--- src/hw/rtl/sac_pkg.sv ---
// Shared types, operation codes and status codes of the stack calculator.
`default_nettype none

package sac_pkg;

    localparam int DATA_W          = 32;
    localparam int FUNC_W          = 3;
    localparam int STATUS_W        = 2;
    localparam int DEPTH_W         = 5;
    localparam int STACK_DEPTH_DEF = 16;

    localparam logic [FUNC_W-1:0] FUNC_PUSH = 3'd0;
    localparam logic [FUNC_W-1:0] FUNC_POP  = 3'd1;
    localparam logic [FUNC_W-1:0] FUNC_ADD  = 3'd2;
    localparam logic [FUNC_W-1:0] FUNC_SUB  = 3'd3;
    localparam logic [FUNC_W-1:0] FUNC_MUL  = 3'd4;
    localparam logic [FUNC_W-1:0] FUNC_DIV  = 3'd5;

    localparam logic [STATUS_W-1:0] ST_OK    = 2'd0;
    localparam logic [STATUS_W-1:0] ST_UNDER = 2'd1;
    localparam logic [STATUS_W-1:0] ST_OVER  = 2'd2;
    localparam logic [STATUS_W-1:0] ST_DIV0  = 2'd3;

    typedef struct packed {
        logic        [FUNC_W-1:0] func;
        logic signed [DATA_W-1:0] value;
    } sac_in_t;

    typedef struct packed {
        logic signed [DATA_W-1:0]   result;
        logic        [STATUS_W-1:0] status;
        logic        [DEPTH_W-1:0]  depth;
    } sac_out_t;

    // Commands from the controller to the datapath.
    typedef struct packed {
        logic                set_status; // clear result and load the status code
        logic [STATUS_W-1:0] status;
        logic                push;       // write the input value on top, count up
        logic                pop;        // count down
        logic                rd_top;     // read the top entry
        logic                rd_second;  // read the entry below the top
        logic                take_rd;    // result takes the read data
        logic                latch_a;    // operand A takes the read data
        logic                alu;        // result takes A op B
        logic [FUNC_W-1:0]   op;
        logic                div_start;
        logic                div_take;   // result takes the quotient
        logic                write_back; // replace B with the result, count down
        logic                load_out;   // load the output register
    } sac_cmd_t;

    // Status from the datapath to the controller.
    typedef struct packed {
        logic sp_zero;
        logic sp_lt2;
        logic sp_full;
        logic b_zero;
        logic div_done;
    } sac_sts_t;

endpackage

`default_nettype wire

--- src/hw/rtl/stack_calculator_alu.sv ---
// Top level of the 32-bit signed stack calculator.
//
// The input channel (s_valid, s_ready, s_data) carries one transaction per
// operation: an operation code and a value that only push uses. The result
// channel (m_valid, m_ready, m_data) returns exactly one transaction per
// operation with the result, a status code and the stack depth afterwards.
// Errors (underflow, overflow, divide by zero) are reported in status and
// leave the stack untouched.
// One operation is worked on at a time. Push, errors and unused codes go
// straight to the output state; pop passes through a capture state; add,
// subtract and multiply read both operands, execute and write back, and a
// divide by zero ends after the operand reads. Divide runs through a
// one-bit-per-cycle divider before the write back. Input ready returns in
// the cycle the result appears.
// The stack lives in a single-port-read memory, so the two operands of an
// arithmetic operation are fetched one after the other, the top entry first.
// A result waiting in the output register does not block the next
// operation; only a second finished result waits until the receiver takes
// the first. Reset empties the stack and drops any pending transaction.
`default_nettype none

module stack_calculator_alu #(
    parameter int STACK_DEPTH = sac_pkg::STACK_DEPTH_DEF
) (
    input  wire logic             aclk,
    input  wire logic             aresetn,
    input  wire logic             s_valid,
    output logic                  s_ready,
    input  wire sac_pkg::sac_in_t s_data,
    output logic                  m_valid,
    input  wire logic             m_ready,
    output sac_pkg::sac_out_t     m_data
);
    import sac_pkg::*;

    // Command and status groups between the controller and the datapath.
    sac_cmd_t cmd;
    sac_sts_t sts;

    // The controller decides the sequence of each operation from its code and
    // from the stack status; it also owns the output valid flag.
    sac_ctrl u_ctrl (
        .aclk    (aclk),
        .aresetn (aresetn),
        .s_valid (s_valid),
        .s_func  (s_data.func),
        .s_ready (s_ready),
        .m_valid (m_valid),
        .m_ready (m_ready),
        .cmd     (cmd),
        .sts     (sts)
    );

    // The datapath holds the stack, the operand and result registers, the
    // divider and the output payload register.
    sac_dp #(
        .STACK_DEPTH (STACK_DEPTH)
    ) u_dp (
        .aclk    (aclk),
        .aresetn (aresetn),
        .s_data  (s_data),
        .cmd     (cmd),
        .sts     (sts),
        .m_data  (m_data)
    );

endmodule

`default_nettype wire

--- src/hw/rtl/sac_div.sv ---
// Iterative signed 32-bit divider, one quotient bit per cycle, truncating toward zero.
`default_nettype none

module sac_div (
    input  wire logic                      aclk,
    input  wire logic                      aresetn,
    input  wire logic                      start,
    input  wire logic [sac_pkg::DATA_W-1:0] dividend,
    input  wire logic [sac_pkg::DATA_W-1:0] divisor,
    output logic                           done,
    output logic [sac_pkg::DATA_W-1:0]      quotient
);
    import sac_pkg::*;

    localparam int CNT_W = $clog2(DATA_W);

    logic              busy_reg, busy_next;
    logic              fix_reg, fix_next;
    logic              done_reg, done_next;
    logic [CNT_W-1:0]  count_reg, count_next;
    logic              neg_reg, neg_next;
    logic [DATA_W-1:0] dvs_reg, dvs_next;
    logic [DATA_W-1:0] rem_reg, rem_next;
    logic [DATA_W-1:0] quo_reg, quo_next;
    logic [DATA_W+1:0] diff;

    // Trial subtraction of the divisor from the shifted partial remainder.
    assign diff = {1'b0, rem_reg, quo_reg[DATA_W-1]} - {2'b00, dvs_reg};

    always_comb begin
        busy_next  = busy_reg;
        fix_next   = 1'b0;
        done_next  = 1'b0;
        count_next = count_reg;
        neg_next   = neg_reg;
        dvs_next   = dvs_reg;
        rem_next   = rem_reg;
        quo_next   = quo_reg;
        if (start) begin
            busy_next  = 1'b1;
            count_next = '0;
            neg_next   = dividend[DATA_W-1] ^ divisor[DATA_W-1];
            rem_next   = '0;
            quo_next   = dividend[DATA_W-1] ? (~dividend + 1'b1) : dividend;
            dvs_next   = divisor[DATA_W-1] ? (~divisor + 1'b1) : divisor;
        end else if (busy_reg) begin
            if (!diff[DATA_W+1]) begin
                rem_next = diff[DATA_W-1:0];
            end else begin
                rem_next = {rem_reg[DATA_W-2:0], quo_reg[DATA_W-1]};
            end
            quo_next   = {quo_reg[DATA_W-2:0], ~diff[DATA_W+1]};
            count_next = count_reg + 1'b1;
            if (count_reg == CNT_W'(DATA_W - 1)) begin
                busy_next = 1'b0;
                fix_next  = 1'b1;
            end
        end else if (fix_reg) begin
            quo_next  = neg_reg ? (~quo_reg + 1'b1) : quo_reg;
            done_next = 1'b1;
        end
    end

    always_ff @(posedge aclk) begin
        if (!aresetn) begin
            busy_reg  <= 1'b0;
            fix_reg   <= 1'b0;
            done_reg  <= 1'b0;
            count_reg <= '0;
        end else begin
            busy_reg  <= busy_next;
            fix_reg   <= fix_next;
            done_reg  <= done_next;
            count_reg <= count_next;
        end
    end

    always_ff @(posedge aclk) begin
        neg_reg <= neg_next;
        dvs_reg <= dvs_next;
        rem_reg <= rem_next;
        quo_reg <= quo_next;
    end

    assign done     = done_reg;
    assign quotient = quo_reg;

endmodule

`default_nettype wire

--- src/hw/rtl/sac_ctrl.sv ---
// Controller state machine of the stack calculator: sequencing and output valid.
`default_nettype none

module sac_ctrl (
    input  wire logic                      aclk,
    input  wire logic                      aresetn,
    input  wire logic                      s_valid,
    input  wire logic [sac_pkg::FUNC_W-1:0] s_func,
    output logic                           s_ready,
    output logic                           m_valid,
    input  wire logic                      m_ready,
    output sac_pkg::sac_cmd_t              cmd,
    input  wire sac_pkg::sac_sts_t         sts
);
    import sac_pkg::*;

    localparam logic [2:0] S_IDLE   = 3'd0;
    localparam logic [2:0] S_POPCAP = 3'd1;
    localparam logic [2:0] S_RDB    = 3'd2;
    localparam logic [2:0] S_EXEC   = 3'd3;
    localparam logic [2:0] S_DIV    = 3'd4;
    localparam logic [2:0] S_WB     = 3'd5;
    localparam logic [2:0] S_OUT    = 3'd6;

    logic [2:0]        state_reg, state_next;
    logic [FUNC_W-1:0] func_reg, func_next;
    logic              out_valid_reg, out_valid_next;

    always_comb begin
        state_next     = state_reg;
        func_next      = func_reg;
        out_valid_next = out_valid_reg;
        cmd            = '0;
        cmd.op         = func_reg;
        if (out_valid_reg && m_ready) begin
            out_valid_next = 1'b0;
        end
        unique case (state_reg)
            S_IDLE: begin
                if (s_valid) begin
                    cmd.set_status = 1'b1;
                    cmd.status     = ST_OK;
                    func_next      = s_func;
                    state_next     = S_OUT;
                    unique case (s_func) inside
                        FUNC_PUSH: begin
                            if (sts.sp_full) begin
                                cmd.status = ST_OVER;
                            end else begin
                                cmd.push = 1'b1;
                            end
                        end
                        FUNC_POP: begin
                            if (sts.sp_zero) begin
                                cmd.status = ST_UNDER;
                            end else begin
                                cmd.rd_top = 1'b1;
                                cmd.pop    = 1'b1;
                                state_next = S_POPCAP;
                            end
                        end
                        FUNC_ADD, FUNC_SUB, FUNC_MUL, FUNC_DIV: begin
                            if (sts.sp_lt2) begin
                                cmd.status = ST_UNDER;
                            end else begin
                                cmd.rd_top = 1'b1;
                                state_next = S_RDB;
                            end
                        end
                        default: begin
                        end
                    endcase
                end
            end
            S_POPCAP: begin
                cmd.take_rd = 1'b1;
                state_next  = S_OUT;
            end
            S_RDB: begin
                cmd.rd_second = 1'b1;
                cmd.latch_a   = 1'b1;
                state_next    = S_EXEC;
            end
            S_EXEC: begin
                if (func_reg == FUNC_DIV) begin
                    if (sts.b_zero) begin
                        cmd.set_status = 1'b1;
                        cmd.status     = ST_DIV0;
                        state_next     = S_OUT;
                    end else begin
                        cmd.div_start = 1'b1;
                        state_next    = S_DIV;
                    end
                end else begin
                    cmd.alu    = 1'b1;
                    state_next = S_WB;
                end
            end
            S_DIV: begin
                if (sts.div_done) begin
                    cmd.div_take = 1'b1;
                    state_next   = S_WB;
                end
            end
            S_WB: begin
                cmd.write_back = 1'b1;
                state_next     = S_OUT;
            end
            S_OUT: begin
                if (!out_valid_reg || m_ready) begin
                    cmd.load_out   = 1'b1;
                    out_valid_next = 1'b1;
                    state_next     = S_IDLE;
                end
            end
            default: begin
                state_next = S_IDLE;
            end
        endcase
    end

    always_ff @(posedge aclk) begin
        if (!aresetn) begin
            state_reg     <= S_IDLE;
            out_valid_reg <= 1'b0;
        end else begin
            state_reg     <= state_next;
            out_valid_reg <= out_valid_next;
        end
    end

    always_ff @(posedge aclk) begin
        func_reg <= func_next;
    end

    assign s_ready = (state_reg == S_IDLE);
    assign m_valid = out_valid_reg;

    // The output register is only reloaded when its transaction is gone or leaving.
    a_load_slot_free: assert property (@(posedge aclk) disable iff (!aresetn)
        cmd.load_out |-> (!out_valid_reg || m_ready))
        else $error("output register overwritten while full");

    // The divider only finishes while the controller waits for it.
    a_div_done_state: assert property (@(posedge aclk) disable iff (!aresetn)
        sts.div_done |-> (state_reg == S_DIV))
        else $error("divider finished outside the divide state");

    // An accepted operation code is kept for the rest of the item.
    a_func_latched: assert property (@(posedge aclk) disable iff (!aresetn)
        (s_valid && s_ready) |=> (func_reg == $past(s_func)))
        else $error("operation code not captured on accept");

endmodule

`default_nettype wire

--- src/hw/rtl/sac_dp.sv ---
// Datapath of the stack calculator: stack memory, pointer, ALU, divider and output register.
`default_nettype none

module sac_dp #(
    parameter int STACK_DEPTH = sac_pkg::STACK_DEPTH_DEF
) (
    input  wire logic              aclk,
    input  wire logic              aresetn,
    input  wire sac_pkg::sac_in_t  s_data,
    input  wire sac_pkg::sac_cmd_t cmd,
    output sac_pkg::sac_sts_t      sts,
    output sac_pkg::sac_out_t      m_data
);
    import sac_pkg::*;

    localparam int AW = $clog2(STACK_DEPTH);
    localparam int PW = $clog2(STACK_DEPTH + 1);

    logic [DATA_W-1:0]   stack_mem [STACK_DEPTH];
    logic [PW-1:0]       sp_reg, sp_next;
    logic [DATA_W-1:0]   rdata_reg;
    logic [DATA_W-1:0]   a_reg;
    logic [DATA_W-1:0]   result_reg, result_next;
    logic [STATUS_W-1:0] status_reg, status_next;
    sac_out_t            out_reg;
    logic [PW-1:0]       sp_m1, sp_m2;
    logic [AW-1:0]       raddr;
    logic                rd_en;
    logic                wr_en;
    logic [AW-1:0]       waddr;
    logic [DATA_W-1:0]   wdata;
    logic [DATA_W-1:0]   alu_out;
    logic                div_done;
    logic [DATA_W-1:0]   div_quo;

    assign sp_m1 = sp_reg - 1'b1;
    assign sp_m2 = sp_reg - PW'(2);

    assign rd_en = cmd.rd_top || cmd.rd_second;
    assign raddr = cmd.rd_second ? sp_m2[AW-1:0] : sp_m1[AW-1:0];
    assign wr_en = cmd.push || cmd.write_back;
    assign waddr = cmd.push ? sp_reg[AW-1:0] : sp_m2[AW-1:0];
    assign wdata = cmd.push ? s_data.value : result_reg;

    always_ff @(posedge aclk) begin
        if (wr_en) begin
            stack_mem[waddr] <= wdata;
        end
        if (rd_en) begin
            rdata_reg <= stack_mem[raddr];
        end
    end

    // A is the top entry and B the one below it; B arrives as the read data.
    always_comb begin
        case (cmd.op)
            FUNC_ADD: alu_out = a_reg + rdata_reg;
            FUNC_SUB: alu_out = a_reg - rdata_reg;
            FUNC_MUL: alu_out = a_reg * rdata_reg;
            default:  alu_out = '0;
        endcase
    end

    sac_div u_div (
        .aclk     (aclk),
        .aresetn  (aresetn),
        .start    (cmd.div_start),
        .dividend (a_reg),
        .divisor  (rdata_reg),
        .done     (div_done),
        .quotient (div_quo)
    );

    always_comb begin
        sp_next     = sp_reg;
        result_next = result_reg;
        status_next = status_reg;
        if (cmd.set_status) begin
            result_next = '0;
            status_next = cmd.status;
        end
        if (cmd.push) begin
            sp_next = sp_reg + 1'b1;
        end else if (cmd.pop || cmd.write_back) begin
            sp_next = sp_m1;
        end
        if (cmd.take_rd) begin
            result_next = rdata_reg;
        end else if (cmd.alu) begin
            result_next = alu_out;
        end else if (cmd.div_take) begin
            result_next = div_quo;
        end
    end

    always_ff @(posedge aclk) begin
        if (!aresetn) begin
            sp_reg <= '0;
        end else begin
            sp_reg <= sp_next;
        end
    end

    always_ff @(posedge aclk) begin
        result_reg <= result_next;
        status_reg <= status_next;
        if (cmd.latch_a) begin
            a_reg <= rdata_reg;
        end
        if (cmd.load_out) begin
            out_reg.result <= result_reg;
            out_reg.status <= status_reg;
            out_reg.depth  <= DEPTH_W'(sp_reg);
        end
    end

    assign sts.sp_zero  = (sp_reg == '0);
    assign sts.sp_lt2   = (sp_reg < PW'(2));
    assign sts.sp_full  = (sp_reg == PW'(STACK_DEPTH));
    assign sts.b_zero   = (rdata_reg == '0);
    assign sts.div_done = div_done;
    assign m_data       = out_reg;

    a_sp_in_range: assert property (@(posedge aclk) disable iff (!aresetn)
        sp_reg <= PW'(STACK_DEPTH))
        else $error("stack pointer beyond the stack depth");

    a_push_not_full: assert property (@(posedge aclk) disable iff (!aresetn)
        cmd.push |-> (sp_reg < PW'(STACK_DEPTH)))
        else $error("push issued on a full stack");

    a_wb_two_entries: assert property (@(posedge aclk) disable iff (!aresetn)
        cmd.write_back |-> (sp_reg >= PW'(2)))
        else $error("write back with fewer than two entries");

endmodule

`default_nettype wire
--- config.mk ---
export PLATFORM = sky130hd
export DESIGN_NAME = stack_calculator_alu
export DESIGN_NICKNAME = d
export VERILOG_FILES = /design/src/hw/rtl/sac_pkg.sv /design/src/hw/rtl/stack_calculator_alu.sv /design/src/hw/rtl/sac_div.sv /design/src/hw/rtl/sac_ctrl.sv /design/src/hw/rtl/sac_dp.sv
export SDC_FILE = /design/constraint.sdc
export NUM_CORES = 2
export LEC_CHECK = 0
export BUFFER_PORTS_ARGS = -buffer_cell sky130_fd_sc_hd__buf_2
export CORE_MARGIN = 3
export CORE_UTILIZATION = 51
export CTS_BUF_LIST = sky130_fd_sc_hd__clkbuf_8
export CTS_CLUSTER_DIAMETER = 60
export DETAILED_ROUTE_END_ITERATION = 8
export PLACE_DENSITY = 0.67
export SLEW_MARGIN = 20
export SYNTH_ARGS = -nofsm -noshare
export SYNTH_HDL_FRONTEND = slang
export SYNTH_SLANG_ARGS = --single-unit
--- constraint.sdc ---
create_clock -name aclk -period 9.6 [get_ports aclk]
set_input_delay 1.44 -clock aclk [delete_from_list [all_inputs] [get_ports aclk]]
set_output_delay 1.44 -clock aclk [all_outputs]
set_load 0.05 [all_outputs]
==> flow_summary.yaml <==
global_routing:
  grt_pass1_vias: 34000
  overflow: 0
  antenna_found_initial: 10
  track_usage: 0.271
  grt_max_degree: 129
  grt_pass1_wl_um: 212000
detailed_routing:
  route.detailed.drc: 0
  wl_um: 137000
  postRouteAntennaNets: 0
  vias_per_cell: 5.90
  num_vias: 33700
  drt_iter0_markers: 3547
  post_drt_wl_per_cell_um: 24.0
  drt_first_pass_iters: 6
synthesis:
  synth_top_area_frac: 0.422
  synthSimpleGateAreaFrac: 0.116
  synth_top_cell_by_area: "edfxtp_1"
  postSynthCellCount: 4283
  synth_edf_count: 717
  synth_compound_area_frac: 0.0741
  yosys_warnings: 0
  synthArstFlopShare: 0
  synth_area_mm2: 0.0511
  yosysMostFrequentCell: "edfxtp_1"
  synth-seq-cells: 766
  synth_top_family_by_area: "adder cells"
  syn-num-nets: 4929
  synthAdderAreaFrac: 0.209
  synth.area.mux_share: 0.0686
  yosysUniqueCellTypes: 75
  yosysSeqAreaShare: 0.441
  synth_commonest_cells: "edfxtp_1, nand2_1, inv_1, fa_1, and2_1"
  synth-xor-area-share: 0.0403
  ys.flop_type: "edfxtp_1"
  syn_area_per_cell_um2: 11.9
  yosys-top-cells-area: "edfxtp_1, fa_1, mux4_2, ha_1, and2_1"
timing:
  fin_ws_ns: 1.41
  clock.fmax_ghz: 0.122
  setup_tns_ns: 0
  worst_pin_slew_ns: 1.10
  drv_slew: 0
  finalClockSkew_ns: 0.0653
  slew-limit-headroom: 0.266
  finalHoldViolations: 0
  finalCritPeriodShare: 0.853
  min_period_ns: 8.19
  setup-violations-final: 0
  rsz0062_at_grt: "false"
floorplan:
  rows: 115
  io_pins: 80
  fp.dieW_um: 322
  start_util: 0.517
  fp.dieArea_mm2: 0.104
  fp.coreArea_mm2: 0.0989
  fp.dieH_um: 322
clock_tree:
  cts_root_buffer: "clkbuf_8"
  cts_inserted_buffers: 117
  cts.sink_count: 766
  post_cts_buffers: 0
  hold_buffers: 0
  h-tree-depth: 3
  clk_pin_slew_ns: 0.07
  cts_tree: "yes"
  clockBufferDepth: 3
  worstSkewPairLatency_ns: 0.77
  cts_resized: 0
run_status:
  status: "finished, final reports clean"
placement:
  hpwl_um: 91900
  gp_congestion: 0.966
  place_area_mm2: 0.0530
  io_buffers: 79
  pre_cts_ws_ns: 1.63
worst_setup_path:
  cp_max_fo: 18
  cpLargestDelayFamily: "adder cells"
  startpoint_type: "register"
  arrival_ns: 8.67
  path_cells: "buf_4 > and2_1 > fa_1 > inv_1 > fa_1 > fa_1 > fa_1 > inv_1 > ha_1 > ha_1 > fa_1 > fa_1 > ha_1 > nand4_1 > a211o_1 > a31oi_1 > nor4_1 > o21ai_0 > o31ai_1 > o21ai_0 > a31oi_1 > xnor2_1 > o221ai_1"
  end_kind: "register"
  slowest_stage: "edfxtp_1"
  cpPeakStageDelay_ns: 1.06
  critical_path_class: "reg -> reg"
  crit_required_ns: 10.08
  crit_path_frequent_cell: "fa_1"
  path_buf_inv: 3
finish:
  fin_area_mm2: 0.0553
  fin_nets: 4963
  fill_cells: 8216
  synthToLayoutAreaGrowth_pct: 8.22
  regMostFlops: "u_dp.stack_mem"
  largest_register_ffs: 512
  drive_above_1_share: 0.113
min_path:
  min_path_type: "reg -> reg"
job:
  drv_cap: 0
-- placed cells by master (no fill, tap or decap), types with 8 or more instances in the layout --
cell	netlist	routed
nand2_1	464	464
buf_2	5	79
mux4_2	128	128
xor2_1	91	91
dfxtp_1	49	48
o21a_1	22	22
a222oi_1	11	11
ha_1	197	197
o21ai_0	151	151
clkinv_1	1	36
edfxtp_1	717	717
buf_4	0	85
nor2b_1	47	47
nand2b_1	40	38
a22oi_1	27	27
a21o_1	30	29
nand3_1	25	24
nor4_1	16	16
o21bai_1	9	8
and3_1	17	17
o31ai_1	20	20
clkinv_2	0	19
xnor2_1	144	142
nor3_1	33	31
or3_1	21	21
nor2_4	0	17
a31oi_1	14	14
o221ai_1	8	8
inv_1	446	481
nor2_1	167	150
clkbuf_8	0	121
o41ai_1	8	8
a21oi_1	156	154
mux2i_1	61	60
a32oi_1	9	9
o211ai_1	10	10
and2_1	319	319
a211oi_1	66	66
fa_1	410	410
-- cells by family (layout without fill, tap and decap cells) --
family | count (synthesis) | count (layout)
and+or+nand+nor | 1194 | 1194
DFF | 766 | 766
buffers and inverters | 701 | 837
adders and majority gates | 607 | 607
AOI/OAI and AO/OA | 590 | 590
xor gates and xnor gates | 235 | 235
muxes | 190 | 190
other | 0 | 3
-- worst register-to-register path, delay by kind of cell (launching register included) --
family | cells | cell delay, ns
DFF | 1 | 1.06
and+or+nand+nor | 3 | 0.40
AOI/OAI and AO/OA | 7 | 2.02
xor gates and xnor gates | 1 | 0.23
adders and majority gates | 9 | 3.70
buffers and inverters | 3 | 0.50
-- per-layer routing --
layer  vias to the layer above  GRT usage  share of wire
li1                      14900          -              -
met1                     17000      0.395           0.42
met2                      1588      0.412           0.45
met3                       256     0.0496          0.091
met4                         4     0.0940          0.035
met5                         -          0        0.00020
-- cell type report --
cell class              instances  area [µm²]  share of cell area
repair buffers                168        1100              0.0200
clock inverters               100         549             0.00994
clock buffers                 121        1670              0.0301
inverters                     448        1680              0.0304
multi-input cells            2816       26100               0.473
well taps                    1287        1610              0.0291
diodes                          3        7.51            0.000136
flip-flops and latches        766       22500               0.407
-- worst paths after layout --
| kind | startpoint | end | slack [ns] | depth (start not counted) |
|---|---|---|---|---|
| min reg2reg | u_dp.status_reg[0] | u_dp.m_data[5] | 0.43 | 0 |
| max | u_dp.a_reg[9] | u_dp.result_reg[31] | 1.41 | 23 |
| max reg2reg | u_dp.a_reg[9] | u_dp.result_reg[31] | 1.41 | 23 |
| min | u_dp.status_reg[0] | u_dp.m_data[5] | 0.43 | 0 |
-- through the flow --
step	util	std cells	hold slack [ns]
6_report	0.559	5709	0.434
4_1_cts	0.559	5705	0.433
3_3_place_gp	0.536	5483	0.427
5_1_grt	0.559	5708	0.447
2_1_floorplan	-	4283	0.400
3_5_place_dp	0.536	5484	0.420
Power is not shown: default switching activity piles up to over one toggle a cycle in this logic, so the estimate is an artifact.
